## config.mk

```make
export PLATFORM = sky130hd
export DESIGN_NAME = lcd_nibble_shift_chain_framer_unit
export DESIGN_NICKNAME = d
export VERILOG_FILES = /design/src/rtl/core/lnsf_pkg.sv /design/src/rtl/core/lnsf_ctrl.sv /design/src/rtl/core/lnsf_datapath.sv /design/src/rtl/core/lcd_nibble_shift_chain_framer_unit.sv
export SDC_FILE = /design/constraint.sdc
export NUM_CORES = 1
export LEC_CHECK = 0
export ABC_AREA = 1
export BUFFER_PORTS_ARGS = -buffer_cell sky130_fd_sc_hd__buf_4
export CORE_ASPECT_RATIO = 0.9
export CORE_MARGIN = 2
export CORE_UTILIZATION = 35
export CTS_CLUSTER_DIAMETER = 30
export CTS_CLUSTER_SIZE = 10
export DETAILED_ROUTE_END_ITERATION = 7
export HOLD_SLACK_MARGIN = 0.08
export PLACE_DENSITY = 0.49
export SYNTH_ARGS = -nofsm -noshare
export SYNTH_HDL_FRONTEND = slang
export SYNTH_SLANG_ARGS = --single-unit
```

## constraint.sdc

```tcl
create_clock -name clk -period 2.3 [get_ports clk]
set_input_delay 0.23 -clock clk [delete_from_list [all_inputs] [get_ports clk]]
set_output_delay 0.23 -clock clk [all_outputs]
set_load 0.05 [all_outputs]
```

## src/rtl/core/lnsf_pkg.sv

```systemverilog
// Shared constants and control/status types for the LCD nibble chain framer.
package lnsf_pkg;

    localparam int MAX_CHAIN = 8;
    localparam int POS_W     = (MAX_CHAIN > 1) ? $clog2(MAX_CHAIN) : 1;
    localparam int CFG_W     = 4;
    localparam int SEL_W     = 3;
    localparam int VAL_W     = 8;
    localparam int IMG_W     = 6;
    localparam int BYTE_W    = 8;
    localparam int FRAME_W   = 2;

    localparam logic [CFG_W-1:0]   CHAIN_LEN_RESET = 4'd8;
    localparam logic [FRAME_W-1:0] FRAME_FIRST     = 2'd0;
    localparam logic [FRAME_W-1:0] FRAME_FINAL     = 2'd3;

    // Commands from the controller to the datapath.
    typedef struct packed {
        logic               capture;
        logic               load;
        logic               wr_en;
        logic [FRAME_W-1:0] wr_frame;
        logic [POS_W-1:0]   pos;
        logic [FRAME_W-1:0] frame;
        logic               last;
    } lnsf_cmd_t;

    // Status from the datapath to the controller.
    typedef struct packed {
        logic [POS_W-1:0] len_m1;
        logic             out_free;
    } lnsf_sts_t;

endpackage

```

## src/rtl/core/lnsf_ctrl.sv

```systemverilog
// Sequencer that walks frames and chain positions for each accepted item.
module lnsf_ctrl
(
    input  logic               clk,
    input  logic               rst_n,
    input  logic               in_valid,
    output logic               in_ready,
    input  lnsf_pkg::lnsf_sts_t sts,
    output lnsf_pkg::lnsf_cmd_t cmd
);

    localparam logic ST_IDLE = 1'b0;
    localparam logic ST_EMIT = 1'b1;

    logic                          state_reg, state_next;
    logic [lnsf_pkg::FRAME_W-1:0]  frame_reg, frame_next;
    logic [lnsf_pkg::POS_W-1:0]    pos_reg, pos_next;

    assign in_ready = (state_reg == ST_IDLE);

    always_comb
    begin
        state_next   = state_reg;
        frame_next   = frame_reg;
        pos_next     = pos_reg;
        cmd.capture  = 1'b0;
        cmd.load     = 1'b0;
        cmd.wr_en    = 1'b0;
        cmd.wr_frame = lnsf_pkg::FRAME_FIRST;
        cmd.pos      = pos_reg;
        cmd.frame    = frame_reg;
        cmd.last     = (pos_reg == '0) && (frame_reg == lnsf_pkg::FRAME_FINAL);
        unique case (state_reg)
            ST_IDLE:
            begin
                if (in_valid)
                begin
                    // Frame 0 image entry is written as the item is taken.
                    cmd.capture = 1'b1;
                    cmd.wr_en   = 1'b1;
                    state_next  = ST_EMIT;
                    frame_next  = lnsf_pkg::FRAME_FIRST;
                    pos_next    = sts.len_m1;
                end
            end
            ST_EMIT:
            begin
                if (sts.out_free)
                begin
                    cmd.load = 1'b1;
                    if (pos_reg == '0)
                    begin
                        if (frame_reg == lnsf_pkg::FRAME_FINAL)
                        begin
                            state_next = ST_IDLE;
                        end
                        else
                        begin
                            // Update the image for the next frame before its first read.
                            cmd.wr_en    = 1'b1;
                            cmd.wr_frame = frame_reg + 2'd1;
                            frame_next   = frame_reg + 2'd1;
                            pos_next     = sts.len_m1;
                        end
                    end
                    else
                    begin
                        pos_next = pos_reg - 1'b1;
                    end
                end
            end
            default:
            begin
                state_next = ST_IDLE;
            end
        endcase
    end

    always_ff @(posedge clk or negedge rst_n)
    begin
        if (!rst_n)
        begin
            state_reg <= ST_IDLE;
            frame_reg <= '0;
            pos_reg   <= '0;
        end
        else
        begin
            state_reg <= state_next;
            frame_reg <= frame_next;
            pos_reg   <= pos_next;
        end
    end

    a_last_returns_idle: assert property (@(posedge clk) disable iff (!rst_n)
        (cmd.load && cmd.last) |=> (state_reg == ST_IDLE))
        else $error("controller did not return to idle after final byte");

    a_capture_starts_walk: assert property (@(posedge clk) disable iff (!rst_n)
        cmd.capture |=> (state_reg == ST_EMIT && frame_reg == lnsf_pkg::FRAME_FIRST
                         && pos_reg == $past(sts.len_m1)))
        else $error("walk did not start at top of chain in frame 0");

    a_pos_in_chain: assert property (@(posedge clk) disable iff (!rst_n)
        (state_reg == ST_EMIT) |-> (pos_reg <= sts.len_m1))
        else $error("position beyond effective chain length");

    a_load_only_when_free: assert property (@(posedge clk) disable iff (!rst_n)
        cmd.load |-> sts.out_free)
        else $error("output loaded while still occupied");

endmodule

```

## src/rtl/core/lnsf_datapath.sv

```systemverilog
// Chain image store, configuration register and output register.
module lnsf_datapath
(
    input  logic                          clk,
    input  logic                          rst_n,
    input  logic                          cfg_valid,
    input  logic [lnsf_pkg::CFG_W-1:0]    cfg_data,
    input  logic [lnsf_pkg::SEL_W-1:0]    in_sel,
    input  logic                          in_rs,
    input  logic [lnsf_pkg::VAL_W-1:0]    in_val,
    input  lnsf_pkg::lnsf_cmd_t           cmd,
    output lnsf_pkg::lnsf_sts_t           sts,
    output logic                          out_valid,
    input  logic                          out_ready,
    output logic [lnsf_pkg::BYTE_W-1:0]   out_byte,
    output logic [lnsf_pkg::FRAME_W-1:0]  out_frame,
    output logic                          out_frame_end,
    output logic                          out_last
);

    logic [lnsf_pkg::CFG_W-1:0]   chain_len_reg;
    logic [lnsf_pkg::CFG_W-1:0]   len_dec;
    logic [lnsf_pkg::SEL_W-1:0]   sel_reg;
    logic                         rs_reg;
    logic [lnsf_pkg::VAL_W-1:0]   val_reg;
    logic [lnsf_pkg::IMG_W-1:0]   image_reg [lnsf_pkg::MAX_CHAIN];

    logic [lnsf_pkg::SEL_W-1:0]   wr_sel;
    logic                         wr_rs;
    logic [lnsf_pkg::VAL_W-1:0]   wr_val;
    logic [3:0]                   wr_nib;
    logic [lnsf_pkg::IMG_W-1:0]   wr_entry;

    logic                         out_valid_reg;
    logic [lnsf_pkg::IMG_W-1:0]   out_img_reg;
    logic [lnsf_pkg::FRAME_W-1:0] out_frame_reg;
    logic                         out_frame_end_reg;
    logic                         out_last_reg;

    // Zero means one display; anything past the store saturates.
    assign len_dec = chain_len_reg - {{(lnsf_pkg::CFG_W-1){1'b0}}, 1'b1};
    always_comb
    begin
        sts.out_free = !out_valid_reg || out_ready;
        priority if (chain_len_reg == '0)
            sts.len_m1 = '0;
        else if (int'(chain_len_reg) > lnsf_pkg::MAX_CHAIN)
            sts.len_m1 = lnsf_pkg::POS_W'(lnsf_pkg::MAX_CHAIN - 1);
        else
            sts.len_m1 = len_dec[lnsf_pkg::POS_W-1:0];
    end

    assign wr_sel   = cmd.capture ? in_sel : sel_reg;
    assign wr_rs    = cmd.capture ? in_rs  : rs_reg;
    assign wr_val   = cmd.capture ? in_val : val_reg;
    assign wr_nib   = cmd.wr_frame[1] ? wr_val[3:0] : wr_val[7:4];
    assign wr_entry = {wr_rs, !cmd.wr_frame[0], wr_nib};

    always_ff @(posedge clk or negedge rst_n)
    begin
        if (!rst_n)
        begin
            chain_len_reg <= lnsf_pkg::CHAIN_LEN_RESET;
            for (int i = 0; i < lnsf_pkg::MAX_CHAIN; i++)
            begin
                image_reg[i] <= '0;
            end
        end
        else
        begin
            if (cfg_valid)
            begin
                chain_len_reg <= cfg_data;
            end
            if (cmd.wr_en && (int'(wr_sel) < lnsf_pkg::MAX_CHAIN))
            begin
                image_reg[lnsf_pkg::POS_W'(wr_sel)] <= wr_entry;
            end
        end
    end

    always_ff @(posedge clk)
    begin
        if (cmd.capture)
        begin
            sel_reg <= in_sel;
            rs_reg  <= in_rs;
            val_reg <= in_val;
        end
        if (cmd.load)
        begin
            out_img_reg       <= image_reg[cmd.pos];
            out_frame_reg     <= cmd.frame;
            out_frame_end_reg <= (cmd.pos == '0);
            out_last_reg      <= cmd.last;
        end
    end

    always_ff @(posedge clk or negedge rst_n)
    begin
        if (!rst_n)
        begin
            out_valid_reg <= 1'b0;
        end
        else if (cmd.load)
        begin
            out_valid_reg <= 1'b1;
        end
        else if (out_ready)
        begin
            out_valid_reg <= 1'b0;
        end
    end

    assign out_valid     = out_valid_reg;
    assign out_byte      = {{(lnsf_pkg::BYTE_W-lnsf_pkg::IMG_W){1'b0}}, out_img_reg};
    assign out_frame     = out_frame_reg;
    assign out_frame_end = out_frame_end_reg;
    assign out_last      = out_last_reg;

    a_last_ends_frame: assert property (@(posedge clk) disable iff (!rst_n)
        (out_valid_reg && out_last_reg) |-> (out_frame_end_reg
                                             && out_frame_reg == lnsf_pkg::FRAME_FINAL))
        else $error("final byte is not the end of the last frame");

    a_held_until_taken: assert property (@(posedge clk) disable iff (!rst_n)
        (out_valid_reg && !out_ready) |=> (out_valid_reg && $stable(out_img_reg)))
        else $error("pending output byte changed before it was taken");

endmodule

```

## src/rtl/core/lcd_nibble_shift_chain_framer_unit.sv

```systemverilog
// Top level: HD44780 4-bit nibble framer for a chain of shift registers.
// Each item produces 4*L bytes (L = effective chain length, 1..8), one per cycle
// while the output is taken; the first byte enters the output register after the
// sequencer enters its emit state. A new item waits until the frame/position walk ends.
// Reset (rst_n, asynchronous, active low) clears the chain image to zeros,
// sets the chain length to 8 and empties the output register.
module lcd_nibble_shift_chain_framer_unit
(
    input  logic        clk,
    input  logic        rst_n,
    input  logic        cfg_valid,
    output logic        cfg_ready,
    input  logic [3:0]  cfg_data,        // chain_length
    input  logic        s_axis_tvalid,
    output logic        s_axis_tready,
    input  logic [15:0] s_axis_tdata,    // [2:0] display_select, [10:3] value, rest zero
    input  logic        s_axis_tuser,    // [0] reg_select
    output logic        m_axis_tvalid,
    input  logic        m_axis_tready,
    output logic [7:0]  m_axis_tdata,    // [7:0] shift_byte
    output logic [2:0]  m_axis_tuser,    // [1:0] frame_index, [2] frame_end
    output logic        m_axis_tlast     // last
);

    lnsf_pkg::lnsf_cmd_t cmd;
    lnsf_pkg::lnsf_sts_t sts;
    logic                in_ready;

    assign cfg_ready     = 1'b1;
    assign s_axis_tready = in_ready;

    lnsf_ctrl u_ctrl
    (
        .clk      (clk),
        .rst_n    (rst_n),
        .in_valid (s_axis_tvalid),
        .in_ready (in_ready),
        .sts      (sts),
        .cmd      (cmd)
    );

    lnsf_datapath u_datapath
    (
        .clk           (clk),
        .rst_n         (rst_n),
        .cfg_valid     (cfg_valid),
        .cfg_data      (cfg_data),
        .in_sel        (s_axis_tdata[2:0]),
        .in_rs         (s_axis_tuser),
        .in_val        (s_axis_tdata[10:3]),
        .cmd           (cmd),
        .sts           (sts),
        .out_valid     (m_axis_tvalid),
        .out_ready     (m_axis_tready),
        .out_byte      (m_axis_tdata),
        .out_frame     (m_axis_tuser[1:0]),
        .out_frame_end (m_axis_tuser[2]),
        .out_last      (m_axis_tlast)
    );

endmodule
```

==> out/metrics.cfg, run 1 <==
[clocking]
clock_latency_ps = 330
clockBufferDepth = 2
postCtsHoldBufs = 1
cts_resized = 0
post_cts_buffers = 0
clk_pin_slew_worst_paths_ps = 60
cts_inserted_buffers = 9
cts_sinks = 81
h-tree-depth = 3
cts_root_buffer = clkbuf_16
cts_tree = yes

[worst_hold_path]
hold_path.class = input pin to flip-flop
hp-start = cfg_data[1]
hold_path_end = u_datapath.chain_len_reg[1]$_DFFE_PN0P_
hold_depth = 3

[route]
drt-wirelength-per-cell_microns = 14.6
drt_iter0_drc = 257
drt-pass1-iter-count = 5
route.antenna.remaining_nets = 0
route.detailed.drc = 0
wl_microns = 9940
vias = 3160
viasPerCell = 4.64

[finish]
largest_register_ffs = 48
fill_cells = 1188
drive_gt1_share_pct = 18.3
area_growth_pct = 16.5
antenna_cells = 0
nNetsFinal = 550

[global_route]
grt_pass1_wl_microns = 16400
antenna_found_initial = 0
gr-total-overflow = 0
grt_pass1_vias = 2948
grt_max_degree = 60
grt_usage_pct = 17.7

[place]
gp_congestion = 0.832
dp.final_hpwl_microns = 6870
dp_slack_ps = 529
portBuffers = 32

[sta]
period_share_pct = 77.4
fin_setup_tns_ps = 0
rsz0062_at_grt = false
worst_pin_slew_ps = 795
slew_headroom_pct = 47.0
setup_viol = 0
fmax_mhz = 562
slew_violations = 0
postLayoutSetupSlackWorst_ps = 521
fin_worst_skew_ps = 7.24
fin_crit_ps = 1780
timing.final.hold_violations = 0

[floorplan]
coreArea_sq_um = 11300
ios = 41
start_util_pct = 35.5
die_width_microns = 117
rows = 37
dieArea_sq_um = 12300
dieHeight_microns = 105

[worst_setup_path]
crit_path_end_kind = flip-flop
crit_family = simple AND/OR/NAND/NOR gates
rr_endpoint = u_datapath.image_reg[11]$_DFFE_PN0P_
crit_slowest_cell = dfrtp_1
crit_fanout = 19
cp_num_buf_inv = 1
r2r-start = u_ctrl.state_reg$_DFF_PN0_
cp.required_ps = 2520
crit_chain = inv_8, nand2_8, nand2_1, nand2_1, nor2_1, nand3_2, nand2_1, nand2_1
r2r_cells = 8
critical_path_class = flip-flop to flip-flop
cpPeakStageDelay_ps = 520
r2r_slack_ps = 520
cpMostUsedCell = nand2_1
crit_arrival_ps = 2000
setup.worst_path.start_class = flip-flop

[logic_synthesis]
synth_seq_cells = 81
synth_warnings = 0
synth-edff-count = 10
ys_top_cells_by_area = dfrtp_1 36%, nand2_1 21%, edfxtp_1 7.5%
syn_inst = 485
yosysSeqAreaShare_pct = 50.4
yosys.area.top_type = dfrtp_1
netlist_area_sq_um = 4010
synth_cell_types = 32
synth_top_area_share_pct = 36.2
syn_area_per_cell_sq_um = 8.26
async_reset_ff_share_pct = 72.8
synth_ff_type = dfrtp_1

[pwr]
power_density_nw_per_um2 = 1560
p_leak_nw = 2.29
irDropWorstVdd_mv = 0.433

[flow_run]
max_cap_violations = 0

[outcome]
status = completed

logic make-up after synthesis:
family / count (synthesis) / synth area share, %
AOI/OAI and AO/OA: 47 / 6.31
xor gates and xnor gates: 1 / 0.219
adders and majority gates: 4 / 1.25
buffers and inverters: 36 / 5.28
DFF: 81 / 50.4
other: 2 / 0.188
and+or+nand+nor: 314 / 36.4
report_power, final:
group          switching [W]  internal, W  total, W
registers           0.000335      0.00212   0.00246
logic                0.00242      0.00101   0.00343
clock network       0.000551     0.000819   0.00137
worst register-to-register path, delay by kind of cell, from the launching register on:
family        cells  cell delay (ps)
buf+inv           1              190
simple gates      7              950
flops             1              520
synthesized netlist by cell type (5+ instances only):
master    count
edfxtp_1     10
clkbuf_1      6
buf_6         6
nand3_2       5
inv_1        15
o21ai_0      32
nand3_1      18
dfxtp_1      12
nand2_2      14
buf_4         5
o22ai_1      12
nand2_1     223
nor2_4        9
nor2_1       30
dfrtp_1      58
worst max path at each step:
stage                                       start                                    to  depth (start not counted)
CTS                    u_ctrl.state_reg$_DFF_PN0_  u_datapath.image_reg[11]$_DFFE_PN0P_                          8
floorplan           u_ctrl.pos_reg[0]$_DFFE_PN0P_  u_datapath.image_reg[16]$_DFFE_PN0P_                         11
detailed placement     u_ctrl.state_reg$_DFF_PN0_  u_datapath.image_reg[11]$_DFFE_PN0P_                          8
global route           u_ctrl.state_reg$_DFF_PN0_   u_datapath.image_reg[2]$_DFFE_PN0P_                          8
finish                 u_ctrl.state_reg$_DFF_PN0_  u_datapath.image_reg[11]$_DFFE_PN0P_                          8
global placement       u_ctrl.state_reg$_DFF_PN0_  u_datapath.image_reg[11]$_DFFE_PN0P_                          8
area by class of cell:
class | instances | area [sq um] | share of cell area, %
sequential | 81 | 2020 | 43.3
multi-input combinational | 369 | 1780 | 38.1
timing repair buffer | 40 | 303 | 6.49
clock buffer | 14 | 274 | 5.87
tap | 156 | 195 | 4.18
inverter | 19 | 83.8 | 1.80
clock inverter | 2 | 12.5 | 0.268
per-stage QoR:
| step | hold slack, ps | total power, W | util [%] | instances | instance area (sq um) |
|---|---|---|---|---|---|
| 3_5_place_dp | 368 | 0.00590 | 38.7 | 664 | 4370 |
| 4_1_cts | 104 | 0.00729 | 41.3 | 681 | 4670 |
| 2_1_floorplan | -65.6 | 0.00492 | - | 486 | 4010 |
| 6_report | 110 | 0.00726 | 41.3 | 681 | 4670 |
| 3_3_place_gp | 368 | 0.00587 | 38.7 | 664 | 4370 |
| 5_1_grt | 112 | 0.00782 | 41.3 | 681 | 4670 |
layout by cell type, fill, tap and decap left out, types with 5 or more instances in the layout:
master     synthesis  final
nand2_1          223    223
dfrtp_1           58     58
buf_4              5     39
o21ai_0           32     32
nor2_1            30     30
nand3_1           18     18
inv_1             15     15
nand2_2           14     14
o22ai_1           12     12
dfxtp_1           12     12
edfxtp_1          10     10
nor2_4             9      9
clkbuf_16          0      9
nand3_2            5      5
metal layers:
| metal | track usage (%) | share of wire, % | vias to the layer above |
|---|---|---|---|
| met2 | 23.5 | 41 | 70 |
| met4 | 5.63 | 1.3 | 0 |
| met1 | 28.3 | 53 | 1467 |
| li1 | - | - | 1612 |
| met5 | 0 | 0 | - |
| met3 | 3.57 | 5.0 | 11 |
No activity file was read; power rests on OpenSTA's default activity.
==> inputs of run 2 (changes only) <==
Clock period 2.3 ns to 1.65 ns, I/O delays scaled along.
==> run 2 against run 1 <==
  * Die area unchanged
  * Register-to-register slack lost 410 ps
  * Largest power group unchanged
  * Worst hold slack worse by 19 ps
  * Critical endpoint is now s_axis_tready
==> out/metrics.cfg, run 2 (synthesis gave the netlist of run 1 again) <==
[outcome]
status = completed

[worst_setup_path]
r2r-start = u_ctrl.frame_reg[0]$_DFFE_PN0P_
rr_endpoint = u_datapath.image_reg[7]$_DFFE_PN0P_
crit_fanout = 8
crit_path_end_kind = output port
cp.required_ps = 1480
crit_arrival_ps = 1400
r2r_slack_ps = 110
setup.worst_path.start_class = flip-flop
critical_path_class = flip-flop to output port
r2r_cells = 7

[sta]
fin_crit_ps = 1560
timing.final.hold_violations = 0
fin_setup_tns_ps = 0
period_share_pct = 94.8
setup_viol = 0
fmax_mhz = 639
slew_violations = 0
rsz0062_at_grt = true
postLayoutSetupSlackWorst_ps = 85.8
fin_worst_skew_ps = 8.63

[place]
gp_congestion = 0.775
dpl.cell_count = 686
dp_slack_ps = 35.7
dp.final_hpwl_microns = 7280
portBuffers = 32

[finish]
antenna_cells = 0
final_cells = 720
area_growth_pct = 27.6
drive_gt1_share_pct = 23.4
largest_register_ffs = 48
final_common_cell = nand2_1
nNetsFinal = 589
fill_cells = 1183
final_cell_mix = 222 x nand2_1, 63 x buf_4, 57 x dfrtp_1
fin_util_pct = 45.2

[global_route]
grt_pass1_vias = 3311
busiest_layer = met2
grt_use_met2_pct = 28.8
grt_usage_pct = 18.4
grt_max_degree = 29
grt_pass1_wl_microns = 17200
grt_util_met3_pct = 3.97
use_met1_pct = 25.3
gr-total-overflow = 0
antenna_found_initial = 0

[route]
drt-pass1-iter-count = 4
route.antenna.remaining_nets = 0
viasPerCell = 4.61
drt-wirelength-per-cell_microns = 14.4
route.detailed.drc = 0
vias = 3320
wl_microns = 10400
drt_iter0_drc = 179

[floorplan]
dieArea_sq_um = 12300
ios = 41
die_width_microns = 117
dieHeight_microns = 105
coreArea_sq_um = 11300
start_util_pct = 35.5
rows = 37

[worst_hold_path]
hold_path_end = u_datapath.val_reg[2]$_DFF_P_
hp-start = s_axis_tdata[5]
hold_path.class = input pin to flip-flop
hold_depth = 3

[pwr]
pwr-share-clk_pct = 18.7
combinationalPowerShare_pct = 49.9
internal_power_w = 0.00612
irDropWorstVdd_mv = 0.970
p_sw_w = 0.00471
p_seq_share_pct = 31.4
switching_share_pct = 43.5
power_density_nw_per_um2 = 2120
p_leak_nw = 2.50

[clocking]
cts_root_buffer = clkbuf_16
cts_tree = yes
cts_sinks = 81
clock_latency_ps = 340
clockBufferDepth = 2
cts_inserted_buffers = 9
h-tree-depth = 3
clk_pin_slew_worst_paths_ps = 50

[flow_run]
max_cap_violations = 0

run 2: routing by layer:
layer	up-vias	wire [microns]
li1	1682	-
met1	1564	4870
met2	65	4870
met3	9	517
met4	0	106
met5	-	0
run 2: cell type report:
class                           count  area (sq um)  area share (%)
Sequential cell                    81          2020            39.5
Timing Repair Buffer               79           663            13.0
Clock buffer                       15           299            5.85
Clock inverter                      1          7.51           0.147
Multi-Input combinational cell    369          1840            36.0
Inverter                           19          85.1            1.67
Tap cell                          156           195            3.82
run 2: worst max-delay path by stage:
stage,cells past startpoint,end,from
after global placement,10,u_datapath.image_reg[9]$_DFFE_PN0P_,u_ctrl.pos_reg[1]$_DFFE_PN0P_
final,4,s_axis_tready,u_ctrl.state_reg$_DFF_PN0_
after CTS,7,u_datapath.image_reg[18]$_DFFE_PN0P_,u_ctrl.state_reg$_DFF_PN0_
after global routing,8,u_datapath.image_reg[22]$_DFFE_PN0P_,u_ctrl.state_reg$_DFF_PN0_
after floorplan,11,u_datapath.image_reg[16]$_DFFE_PN0P_,u_ctrl.pos_reg[1]$_DFFE_PN0P_
after detailed placement,7,u_datapath.image_reg[18]$_DFFE_PN0P_,u_ctrl.state_reg$_DFF_PN0_
run 2: critical path, cell delays in order, from the launching register on:
cell,delay (ps)
dfrtp_2,480
inv_8,110
buf_4,130
buf_4,150
buf_4,200
run 2: what timing repair did:
| item | in CTS | in global routing |
|---|---|---|
| endpoints found under the setup margin | 0 | 48 |
| gates resized for setup | 0 | 12 |
| hold buffers | 13 | 0 |
| hold endpoints to repair | 66 | 0 |
| buffers inserted | 0 | 5 |
run 2: power groups by stage:
| stage | registers, W | clock network [W] | logic [W] |
|---|---|---|---|
| final | 0.00340 | 0.00202 | 0.00540 |
| after global routing | 0.00350 | 0.00216 | 0.00602 |
| after CTS | 0.00340 | 0.00206 | 0.00525 |
| after detailed placement | 0.00342 | 0 | 0.00521 |
| after global placement | 0.00340 | 0 | 0.00517 |
| after floorplan | 0.00369 | 0 | 0.00323 |
run 2: stage by stage:
step | cell area [sq um] | hold slack, ps | power (W)
final | 5110 | 91.2 | 0.0108
after floorplan | 4030 | -131 | 0.00692
after CTS | 5020 | 82.6 | 0.0107
after detailed placement | 4590 | 72.8 | 0.00863
after global placement | 4590 | 70.1 | 0.00857
after global routing | 5110 | 111 | 0.0117
==> inputs of run 3 (changes only) <==
Settings changed: SYNTH_HIERARCHICAL from default to 1.
==> run 3 against run 2 <==
  * Worst hold slack better by 18 ps
  * Via count increased by 7.4%
  * Combinational power fell by 3%
  * Sequential share of layout area decreased by 3.0 points
  * Final area increased by 8.2%
  * Worst setup slack got worse by 59 ps
  * Cell count grew 12%
  * Utilization is 2.5 points higher
  * Synthesized cell count up 17%
  * Clock skew decreased by 1.7 ps
  * Critical path type is now flip-flop to flip-flop
  * Highest routed layer unchanged
==> out/metrics.cfg, run 3 <==
[sta]
slew_violations = 0
timing.final.hold_violations = 0
fin_crit_ps = 1620
rsz0062_at_grt = true
period_share_pct = 98.4
setup_viol = 0
fin_worst_skew_ps = 6.89
fmax_mhz = 616

[floorplan]
coreArea_sq_um = 11600
dieHeight_microns = 108
dieArea_sq_um = 12900
start_util_pct = 36.3
die_width_microns = 119
rows = 37
ios = 41

[finish]
fin_area_sq_um = 5530
antenna_cells = 0
drive_gt1_share_pct = 24.2
final_cell_mix = 258 x nand2_1, 64 x buf_4, 64 x inv_1
nNetsFinal = 675
largest_register_ffs = 48
fill_cells = 1171
final_common_cell = nand2_1
area_growth_pct = 31.6

[clocking]
clockBufferDepth = 2
cts_tree = yes
clock_latency_ps = 340
cts_inserted_buffers = 9
cts_sinks = 81
h-tree-depth = 3
clk_pin_slew_worst_paths_ps = 60
cts_root_buffer = clkbuf_16

[logic_synthesis]
synth_cell_types = 28
ys_top_cells_by_area = dfrtp_1 35%, nand2_1 24%, edfxtp_1 7.2%
yosysSeqAreaShare_pct = 48.1
synth_ff_type = dfrtp_1
syn_inst = 566
synth_seq_cells = 81
yosys.area.top_type = dfrtp_1
synth_warnings = 6
syn_area_per_cell_sq_um = 7.42
yosysMostFrequentCell = nand2_1
synthTopCellsByCount = 268 x nand2_1, 70 x inv_1, 58 x dfrtp_1
async_reset_ff_share_pct = 72.8
netlist_area_sq_um = 4200
synth_top_area_share_pct = 34.6
synth-edff-count = 10

[pwr]
p_seq_share_pct = 32.0
power_density_nw_per_um2 = 1870
pwr-share-clk_pct = 17.4
p_sw_w = 0.00445
switching_share_pct = 43.1
combinationalPowerShare_pct = 50.6
internal_power_w = 0.00588
p_total_w = 0.0103
p_leak_nw = 2.90
irDropWorstVdd_mv = 0.802

[global_route]
antenna_found_initial = 0
gr-total-overflow = 0
grt_pass1_vias = 3446
grt_usage_pct = 17.8
grt_pass1_wl_microns = 17500
grt_max_degree = 51

[flow_run]
max_cap_violations = 0

[worst_hold_path]
hold_path.class = input pin to flip-flop

[place]
portBuffers = 32
post_dp_cell_area_sq_um = 4950
gp_congestion = 0.780
dp.final_hpwl_microns = 7140

[route]
route.detailed.drc = 0
route.antenna.remaining_nets = 0
vias = 3567
drt-wirelength-per-cell_microns = 12.9
wl_microns = 10400
drt_iter0_drc = 221
drt-pass1-iter-count = 4
viasPerCell = 4.43

[worst_setup_path]
crit_path_end_kind = flip-flop
setup.worst_path.start_class = flip-flop
crit_fanout = 6
cp.required_ps = 1930
crit_arrival_ps = 1900
critical_path_class = flip-flop to flip-flop

[outcome]
status = completed

[run 3: changes by cell type after synthesis, sizes merged, moves of 2 or more]
cell | before | now
o22ai | 12 | 0
clkinv | 2 | 0
buf | 11 | 8
nand3 | 27 | 18
nand2 | 242 | 293
o211ai | 1 | 8
or2 | 1 | 4
nand3b | 4 | 1
and2 | 0 | 4
o21a | 0 | 4
o21ai | 33 | 8
nor2 | 40 | 51
inv | 17 | 72
[run 3: power by group through the flow]
stage / combinational (W) / sequential, W / clock [W]
after floorplan: 0.00293 / 0.00372 / 0
after global placement: 0.00478 / 0.00332 / 0
after detailed placement: 0.00481 / 0.00333 / 0
after CTS: 0.00508 / 0.00330 / 0.00188
after global routing: 0.00584 / 0.00340 / 0.00195
final: 0.00523 / 0.00330 / 0.00180
[run 3: worst paths after layout]
check / startpoint / to / slack (ps) / cells after the start
min reg2reg: u_datapath/val_reg[0]$_DFF_P_ / u_datapath/val_reg[0]$_DFF_P_ / 450 / 1
min: s_axis_tvalid / u_ctrl/state_reg$_DFF_PN0_ / 110 / 3
max in group asynchronous: rst_n / u_datapath/image_reg[39]$_DFFE_PN0P_ / 830 / 3
max: u_ctrl/pos_reg[1]$_DFFE_PN0P_ / u_datapath/image_reg[33]$_DFFE_PN0P_ / 30 / 11
min in group asynchronous: rst_n / u_datapath/out_valid$_DFFE_PN0P_ / 300 / 2
max reg2reg: u_ctrl/pos_reg[1]$_DFFE_PN0P_ / u_datapath/image_reg[33]$_DFFE_PN0P_ / 30 / 11
[run 3: worst max-delay path, stage by stage, from the launching register on]
cell and delay [ps]:
dfrtp_1 390, inv_2 80, ha_4 150, nand2_4 60
nor2_4 100, nand2_2 80, nand2_4 120, nand3_4 110
buf_4 160, nor2_4 170, nand2_1 80, nand2_1 70
[run 3: cell type report]
| cell class | instances | area (sq um) | share of cell area [%] |
|---|---|---|---|
| multi-input combinational | 401 | 2060 | 37.2 |
| sequential | 81 | 2020 | 36.6 |
| timing repair buffer | 80 | 704 | 12.7 |
| inverter | 72 | 285 | 5.16 |
| clock buffer | 10 | 229 | 4.14 |
| tap | 156 | 195 | 3.53 |
| clock inverter | 6 | 35.0 | 0.634 |
[run 3: cell families (layout without fill, tap and decap cells)]
| kind of cell | after synthesis | count (layout) | synth area share (%) |
|---|---|---|---|
| AND/OR/NAND/NOR | 372 | 372 | 39.1 |
| buffers and inverters | 85 | 168 | 8.13 |
| flip-flops | 81 | 81 | 48.1 |
| AO/OA/AOI/OAI | 22 | 22 | 3.34 |
| adder cells (fa/ha/maj) | 4 | 4 | 1.19 |
| other | 2 | 3 | 0.179 |
[run 3: metrics by stage]
stage | hold slack (ps) | cells | setup slack (ps) | utilization [%] | setup TNS, ps
after floorplan | -131 | 567 | -88.4 | - | -3600
after global placement | 131 | 771 | -118 | 42.7 | -3440
after detailed placement | 128 | 771 | -150 | 42.7 | -4560
after CTS | 83.6 | 804 | 6.66 | 46.9 | 0
after global routing | 116 | 806 | -72.9 | 47.7 | -1920
final | 110 | 806 | 27.0 | 47.7 | 0
[run 3: per-layer routing]
layer | routed length [microns] | track usage, %
met1 | 5150 | 24.7
met5 | 0 | 0
met2 | 4630 | 27.5
met3 | 528 | 3.92
met4 | 105 | 6.47
[run 3: what timing repair did]
action	4_1_cts	5_1_grt
pin swaps	10	20
setup endpoints to repair	48	50
gates resized for setup	14	20
buffers inserted	10	2
hold buffers	7	0
endpoints found under the hold margin	33	0
